## src/rtl/cba_pkg.sv

```systemverilog
package cba_pkg;

    localparam int unsigned COORD_W = 32;
    localparam int unsigned SEG_W   = 9;
    localparam int unsigned T_BITS  = 24;
    localparam int unsigned DIV_W   = SEG_W + T_BITS;   // numerator and quotient width
    localparam int unsigned ROOT_W  = 33;
    localparam int unsigned RAD_W   = 2 * ROOT_W;
    localparam int unsigned SUM_W   = 48;
    localparam int unsigned LEN_W   = 40;
    localparam int unsigned MUL_W   = 34;
    localparam int unsigned CNT_W   = 6;
    localparam int unsigned STEP_W  = 4;
    localparam logic [SEG_W-1:0]  SEG_MAX     = 9'd256;
    localparam logic [SEG_W-1:0]  SEG_RESET   = 9'd20;
    localparam logic [CNT_W-1:0]  DIV_STEPS   = 6'd33;
    localparam logic [CNT_W-1:0]  SQRT_STEPS  = 6'd33;
    localparam logic [STEP_W-1:0] LERP_LAST   = 4'd11;
    localparam logic [STEP_W-1:0] LERP_PER_AX = 4'd6;

    typedef enum logic [3:0] {
        ST_IDLE,
        ST_DIV_INIT,
        ST_DIV,
        ST_SEG_INIT,
        ST_LERP_MUL,
        ST_LERP_ADD,
        ST_SQ_X,
        ST_SQ_Y,
        ST_SQ_SUM,
        ST_SQRT,
        ST_ACCUM,
        ST_EMIT
    } state_t;

    typedef enum logic [3:0] {
        OP_NONE,
        OP_LOAD,
        OP_DIV_INIT,
        OP_DIV_STEP,
        OP_SEG_INIT,
        OP_LERP_MUL,
        OP_LERP_ADD,
        OP_SQ_X,
        OP_SQ_Y,
        OP_SQ_SUM,
        OP_SQRT_STEP,
        OP_ACCUM,
        OP_EMIT
    } op_t;

    typedef struct packed {
        op_t              op;
        logic             axis;      // 0 x, 1 y
        logic [1:0]       pos;       // lower index of the interpolated pair
        logic [SEG_W-1:0] seg_idx;
        logic [SEG_W-1:0] seg_cnt;
    } cmd_t;

    typedef struct packed {
        logic out_busy;
    } status_t;

    // in-place de casteljau order within one axis: 0,1,2 then 0,1 then 0
    function automatic logic [1:0] lerp_pos(input logic [STEP_W-1:0] j);
        logic [1:0] p;
        case (j)
            4'd1:    p = 2'd1;
            4'd2:    p = 2'd2;
            4'd4:    p = 2'd1;
            default: p = 2'd0;
        endcase
        return p;
    endfunction

endpackage

```

## src/rtl/cba_ctrl.sv

```systemverilog
module cba_ctrl (
    input  logic                       aclk,
    input  logic                       aresetn,
    input  logic                       cfg_wr_en,
    input  logic [cba_pkg::SEG_W-1:0]  cfg_wr_data,
    input  logic                       s_valid,
    output logic                       s_ready,
    input  cba_pkg::status_t           status,
    output cba_pkg::cmd_t              cmd
);

    cba_pkg::state_t state_reg, state_next;
    logic [cba_pkg::SEG_W-1:0]  cfg_reg;
    logic [cba_pkg::SEG_W-1:0]  n_reg, n_next;
    logic [cba_pkg::SEG_W-1:0]  i_reg, i_next;
    logic [cba_pkg::CNT_W-1:0]  cnt_reg, cnt_next;
    logic [cba_pkg::STEP_W-1:0] k_reg, k_next;
    logic [cba_pkg::STEP_W-1:0] k_in_axis;
    logic [cba_pkg::SEG_W-1:0]  n_eff;

    always_comb begin
        if (cfg_reg == '0) begin
            n_eff = cba_pkg::SEG_W'(1);
        end else if (cfg_reg > cba_pkg::SEG_MAX) begin
            n_eff = cba_pkg::SEG_MAX;
        end else begin
            n_eff = cfg_reg;
        end
    end

    always_ff @(posedge aclk) begin
        if (!aresetn) begin
            cfg_reg   <= cba_pkg::SEG_RESET;
            state_reg <= cba_pkg::ST_IDLE;
            n_reg     <= '0;
            i_reg     <= '0;
            cnt_reg   <= '0;
            k_reg     <= '0;
        end else begin
            if (cfg_wr_en) begin
                cfg_reg <= cfg_wr_data;
            end
            state_reg <= state_next;
            n_reg     <= n_next;
            i_reg     <= i_next;
            cnt_reg   <= cnt_next;
            k_reg     <= k_next;
        end
    end

    assign k_in_axis = (k_reg >= cba_pkg::LERP_PER_AX) ? k_reg - cba_pkg::LERP_PER_AX : k_reg;

    always_comb begin
        state_next  = state_reg;
        n_next      = n_reg;
        i_next      = i_reg;
        cnt_next    = cnt_reg;
        k_next      = k_reg;
        s_ready     = 1'b0;
        cmd.op      = cba_pkg::OP_NONE;
        cmd.axis    = (k_reg >= cba_pkg::LERP_PER_AX);
        cmd.pos     = cba_pkg::lerp_pos(k_in_axis);
        cmd.seg_idx = i_reg;
        cmd.seg_cnt = n_reg;
        case (state_reg)
            cba_pkg::ST_IDLE: begin
                s_ready = 1'b1;
                if (s_valid) begin
                    cmd.op     = cba_pkg::OP_LOAD;
                    n_next     = n_eff;
                    i_next     = cba_pkg::SEG_W'(1);
                    state_next = cba_pkg::ST_DIV_INIT;
                end
            end
            cba_pkg::ST_DIV_INIT: begin
                cmd.op     = cba_pkg::OP_DIV_INIT;
                cnt_next   = '0;
                state_next = cba_pkg::ST_DIV;
            end
            cba_pkg::ST_DIV: begin
                cmd.op   = cba_pkg::OP_DIV_STEP;
                cnt_next = cnt_reg + 1'b1;
                if (cnt_reg == cba_pkg::DIV_STEPS - 1'b1) begin
                    state_next = cba_pkg::ST_SEG_INIT;
                end
            end
            cba_pkg::ST_SEG_INIT: begin
                cmd.op     = cba_pkg::OP_SEG_INIT;
                k_next     = '0;
                state_next = cba_pkg::ST_LERP_MUL;
            end
            cba_pkg::ST_LERP_MUL: begin
                cmd.op     = cba_pkg::OP_LERP_MUL;
                state_next = cba_pkg::ST_LERP_ADD;
            end
            cba_pkg::ST_LERP_ADD: begin
                cmd.op = cba_pkg::OP_LERP_ADD;
                k_next = k_reg + 1'b1;
                if (k_reg == cba_pkg::LERP_LAST) begin
                    state_next = cba_pkg::ST_SQ_X;
                end else begin
                    state_next = cba_pkg::ST_LERP_MUL;
                end
            end
            cba_pkg::ST_SQ_X: begin
                cmd.op     = cba_pkg::OP_SQ_X;
                state_next = cba_pkg::ST_SQ_Y;
            end
            cba_pkg::ST_SQ_Y: begin
                cmd.op     = cba_pkg::OP_SQ_Y;
                state_next = cba_pkg::ST_SQ_SUM;
            end
            cba_pkg::ST_SQ_SUM: begin
                cmd.op     = cba_pkg::OP_SQ_SUM;
                cnt_next   = '0;
                state_next = cba_pkg::ST_SQRT;
            end
            cba_pkg::ST_SQRT: begin
                cmd.op   = cba_pkg::OP_SQRT_STEP;
                cnt_next = cnt_reg + 1'b1;
                if (cnt_reg == cba_pkg::SQRT_STEPS - 1'b1) begin
                    state_next = cba_pkg::ST_ACCUM;
                end
            end
            cba_pkg::ST_ACCUM: begin
                cmd.op = cba_pkg::OP_ACCUM;
                if (i_reg == n_reg) begin
                    state_next = cba_pkg::ST_EMIT;
                end else begin
                    i_next     = i_reg + 1'b1;
                    state_next = cba_pkg::ST_DIV_INIT;
                end
            end
            cba_pkg::ST_EMIT: begin
                if (!status.out_busy) begin
                    cmd.op     = cba_pkg::OP_EMIT;
                    state_next = cba_pkg::ST_IDLE;
                end
            end
            default: begin
                state_next = cba_pkg::ST_IDLE;
            end
        endcase
    end

endmodule

```

## config.mk

```make
export PLATFORM = sky130hd
export DESIGN_NAME = cba_ctrl
export DESIGN_NICKNAME = d
export VERILOG_FILES = /design/src/rtl/cba_pkg.sv /design/src/rtl/cba_ctrl.sv
export SDC_FILE = /design/constraint.sdc
export NUM_CORES = 1
export LEC_CHECK = 0
export CAP_MARGIN = 15
export CORE_MARGIN = 2
export CORE_UTILIZATION = 40
export CTS_CLUSTER_SIZE = 10
export DETAILED_ROUTE_END_ITERATION = 7
export DONT_BUFFER_PORTS = 1
export GPL_TIMING_DRIVEN = 0
export PLACE_DENSITY = 0.65
export SETUP_SLACK_MARGIN = 0.3
export SYNTH_ARGS = -nofsm -noshare
export SYNTH_HDL_FRONTEND = slang
export SYNTH_SLANG_ARGS = --single-unit
```

## constraint.sdc

```tcl
create_clock -name aclk -period 3.3 [get_ports aclk]
set_input_delay 0.33 -clock aclk [delete_from_list [all_inputs] [get_ports aclk]]
set_output_delay 0.33 -clock aclk [all_outputs]
set_load 0.01 [all_outputs]
```

Word-level counts from Yosys, hierarchy flattened
Cells that the tools add are included.
- output and inout port bits: 26
- RAM bits: 0
- latch bits: 0
- input port bits: 14
- memories: 0
- register bits: 41
- logic and storage cells: 65
- bits in read-only memories: 0
- bitwise gates (word level): 0
- eq/ne operators: 22
- div/mod/pow operators: 0
- $mul: 0
- $lt $le $gt $ge: 2
- shift-type cells: 0
- reductions and logical operators: 11
- add/sub/neg operators: 4
- mux-type cells: 20
- operators by type and width (kind ; count):
    case mux 4 bit (12 select lines) ; 2
    2-to-1 mux 9 bit ; 4
    2-to-1 mux 4 bit ; 7
    equality test 4 x 3 -> 1 bit, second input constant ; 5
    equality test 4 bit, second input constant ; 5
    case mux 9 bit (2 select lines) ; 1
    equality test 4 x 2 -> 1 bit, second input constant ; 3
    case mux 6 bit (2 select lines) ; 1
    != test 2 bit, second input constant ; 5
    adder 9 x 1 -> 9 bit, second input constant ; 1
    equality test 9 bit ; 1
    > comparator 9 bit, second input constant ; 1
    logical NOT 9 bit ; 1
    equality test 4 x 1 -> 1 bit, second input constant ; 2
    case mux 4 bit (2 select lines) ; 1
    adder 6 x 1 -> 6 bit, second input constant ; 1
    equality test 6 bit, second input constant ; 1
    nonzero test 2 bit ; 3
    OR reduction 2 bit ; 3
    adder 4 x 1 -> 4 bit, second input constant ; 1
    greater-or-equal comparator 4 x 3 -> 1 bit, second input constant ; 1
    logical NOT 4 bit ; 1
    case mux 2 bit (2 select lines) ; 1
    AND reduction 4 bit ; 1
    5 further kinds ; 6

Longest topological paths before layout
- depth after elaboration: 5
- gate-level depth with buffers: 7
- gate-level depth less buffers: 6

Least setup slack after synthesis
OpenSTA, ideal clock, no wires.
- path type: reg-to-output
- start point: reg k_reg[0] in the netlist's numbering
- end point: out cmd[18] in the netlist's numbering
- arrival time: 1488 ps
- slack: 1482 ps
- data required time: 2970 ps
- path buffers: 1
- stages on the path, launching flop included: 8
- cell sequence: dfxtp_1 -> clkbuf_1 -> inv_1 -> ha_1 -> o21ai_0 -> nand2b_1 -> a221oi_1 -> o21a_1
- RTL lines (element ; line ; text):
    start: declaration ; cba_ctrl.sv:17 ; logic [cba_pkg::STEP_W-1:0] k_reg, k_next;
    start signal: assignment ; cba_ctrl.sv:47 ; k_reg <= k_next;
    end: declaration ; cba_ctrl.sv:9 ; output cba_pkg::cmd_t cmd

==> flow_summary.toml <==
[place]
hpwl_mm = 3.695
gp_congestion = 0.8529
numPortBuffers = 0
dpl_cell_area_sq_mm = 0.002426

[timing]
slew_headroom_pct = 59.64
hold_viol_final = 0
timing.final.crit_share_pct = 69.21
fin_tns_setup_ns = 0
drv_slew = 0
fmax_mhz = 437.8
skew_ns = 0.006992
grt_setup_unrepaired = "false"
setup_viol_count_final = 0
finalCriticalPeriod_ns = 2.284
tightest_slew_ns = 0.6054

[min_path]
hp-start = "cfg_wr_data[4]"
min_path_type = "in2reg"
min_to = "cfg_reg[4]"
hold_depth = 2

[pwr]
clock_power_share_pct = 28.6
pwr-share-comb_pct = 32.1
p_sw_uw = 522.3
powerDensity_mw_per_mm2 = 589.2
power.share.sequential_pct = 39.3
p_leak_uw = 0.001013
internal_power_uw = 977.9
p_sw_share_pct = 34.81
ir_drop_v = 0.0003454

[layout]
nets = 302
fin_area_sq_mm = 0.002546
antenna_cells = 0
syn2layout_area_growth_pct = 8.998
fillCellCount = 564
layout-drive-gt1-share_pct = 8.127

[logic_synthesis]
syn-num-nets = 295
netlist_top_cells_area = "dfxtp_1 (35%), mux2i_1 (5.1%), nor2b_1 (4.6%)"
synth_common_cells = "dfxtp_1 (41), nand2_1 (26), nor2b_1 (17)"
synth_ff_type = "dfxtp_1"
netlist_area_sq_mm = 0.002336
async_reset_ff_share_pct = 0
ys_seq_area_share_pct = 35.14
synth_edf_count = 0
ys_seq_elements = 41
avgSynthCellArea_sq_um = 8.495
synth_top_area_cell = "dfxtp_1"
yosysMostFrequentCell = "dfxtp_1"
yosysTopAreaCellShare_pct = 35.14
synthCells = 275
synth_cell_type_count = 57
ys_warn_count = 0

[cts]
ctsHtreeMaxLevel = 2
post_cts_buffers = 0
numCtsBuffers = 5
clk_pin_slew_worst_paths_ns = 0.08
clockRootBuffer = "clkbuf_8"
cts_buffer_depth = 2
cts_tree = "yes"
clk_latency_ns = 0.30
cts_resized = 0
clock_sinks = 41
ctsHoldBuffers = 0

[job]
maxCapViolCount = 0

[die]
dieArea_sq_mm = 0.006467
core_area_sq_mm = 0.005574
die_h_um = 80.42
die_x_um = 80.42
ios = 40
start_util_pct = 41.91
rows = 27

[routing]
first_iter_violations = 134
viasPerCell = 5.535
drc = 0
wl_mm = 5.119
ant_nets = 0
vias = 1965
drt-wirelength-per-cell_um = 14.42
drt-pass1-iter-count = 4

[setup_path]
start_kind = "flip-flop"
rr_startpoint = "state_reg[2]"
worstPathCellList = "clkbuf_1, inv_1, ha_1, o21ai_0, nand2b_1, a221oi_1, o21a_1"
crit_type = "reg2out"
critPathRequiredTime_ns = 2.97
max_stage_delay_ns = 0.33
reg2reg_slack_ns = 1.38
crit_arrival_ns = 1.95
path_max_fanout = 9
timing.rr.end = "n_reg[6]"
ff2ff_path_depth = 6
crit_path_end_kind = "output port"
cp_slowest_cell = "dfxtp_1"

[global_routing]
grt_pass1_wl_mm = 8.342
antenna_found_initial = 0
grt_pass1_vias = 1781
grt_max_degree = 14
globalRouteOverflowTotal = 0
grt_usage_pct = 16.41

[outcome]
outcome = "finished, final reports clean"
how the worst max path moves through the flow:
stage	start	end	cells past startpoint
floorplan	k_reg[0]	cmd[18]	7
global placement	k_reg[0]	cmd[18]	7
detailed placement	aresetn	i_reg[8]	6
CTS	k_reg[0]	cmd[18]	7
global route	k_reg[0]	cmd[18]	7
finish	k_reg[0]	cmd[18]	7
worst max-delay path, delay by kind of cell (launching register included):
kind,cells,cell delay (ns)
AO/OA/AOI/OAI,3,0.61
buffers and inverters,2,0.39
flip-flops,1,0.33
adder cells (fa/ha/maj),1,0.19
AND/OR/NAND/NOR,1,0.13
power by group through the flow:
| stage | registers (uW) | logic [uW] | clock network, uW |
|---|---|---|---|
| floorplan | 587 | 396 | 0 |
| CTS | 590 | 482 | 440 |
| finish | 590 | 481 | 429 |
| global placement | 601 | 475 | 0 |
| global route | 597 | 538 | 458 |
| detailed placement | 602 | 480 | 0 |
final cells by class:
cell class / count / area [sq um] / area share (%)
Clock inverter: 2 / 37.54 / 1.474
Buffer: 19 / 87.58 / 3.440
Inverter: 6 / 22.52 / 0.8845
Multi-Input combinational cell: 209 / 1405 / 55.18
Tap cell: 72 / 90.09 / 3.538
Clock buffer: 6 / 82.58 / 3.243
Sequential cell: 41 / 820.8 / 32.24
layout by cell type, fill, tap and decap left out, drive strengths merged, types with 2 or more instances in the layout:
cell type  synthesis  routed
xor2              10      10
inv                6       6
nand3             12      12
a21oi             14      14
nor4               4       4
nor2              12      12
nand4b             4       4
a21o               6       6
a31oi              2       2
buf                7       7
mux2i             12      12
a21boi             7       7
clkbuf            12      18
o22ai              3       3
nor2b             17      17
nand2             26      26
ha                 6       6
and2               6       6
o21ai             13      13
nor3               4       4
or3b               2       2
and3               4       4
and4               2       2
nand4              2       2
dfxtp             41      41
nor3b              8       8
and2b              2       2
nand2b             6       6
nand3b             5       5
xnor2              3       3
cells by family (layout without fill, tap and decap cells):
kind of cell	count (synthesis)	in the layout	synth area share [%]
xor gates and xnor gates	13	13	4.874
DFF	41	41	35.14
and+or+nand+nor	117	117	29.08
adders and majority gates	6	6	3.214
muxes	13	13	5.624
AOI/OAI and AO/OA	60	60	17.35
buffers and inverters	25	33	4.713
through the flow:
step           total power, uW  hold slack (ns)  setup WS, ns  instances  util [%]
6_report                  1500           0.1603         1.016        355     45.68
2_1_floorplan            983.1           0.4529         1.482        275         -
5_1_grt                   1593           0.1629        0.8546        355     45.68
3_3_place_gp              1076           0.4608         1.315        347     43.52
4_1_cts                   1512           0.1543        0.9966        355     45.68
3_5_place_dp              1082           0.4668         1.304        347     43.52
layer usage:
layer  vias up  wire length (um)  GRT usage [%]
met2        58              2266          26.58
li1        986                 -              -
met1       913              2423          20.48
met5         -                 0              0
met4         0                78          4.915
met3         8               351          5.730
(Power assumes the default switching activity.)
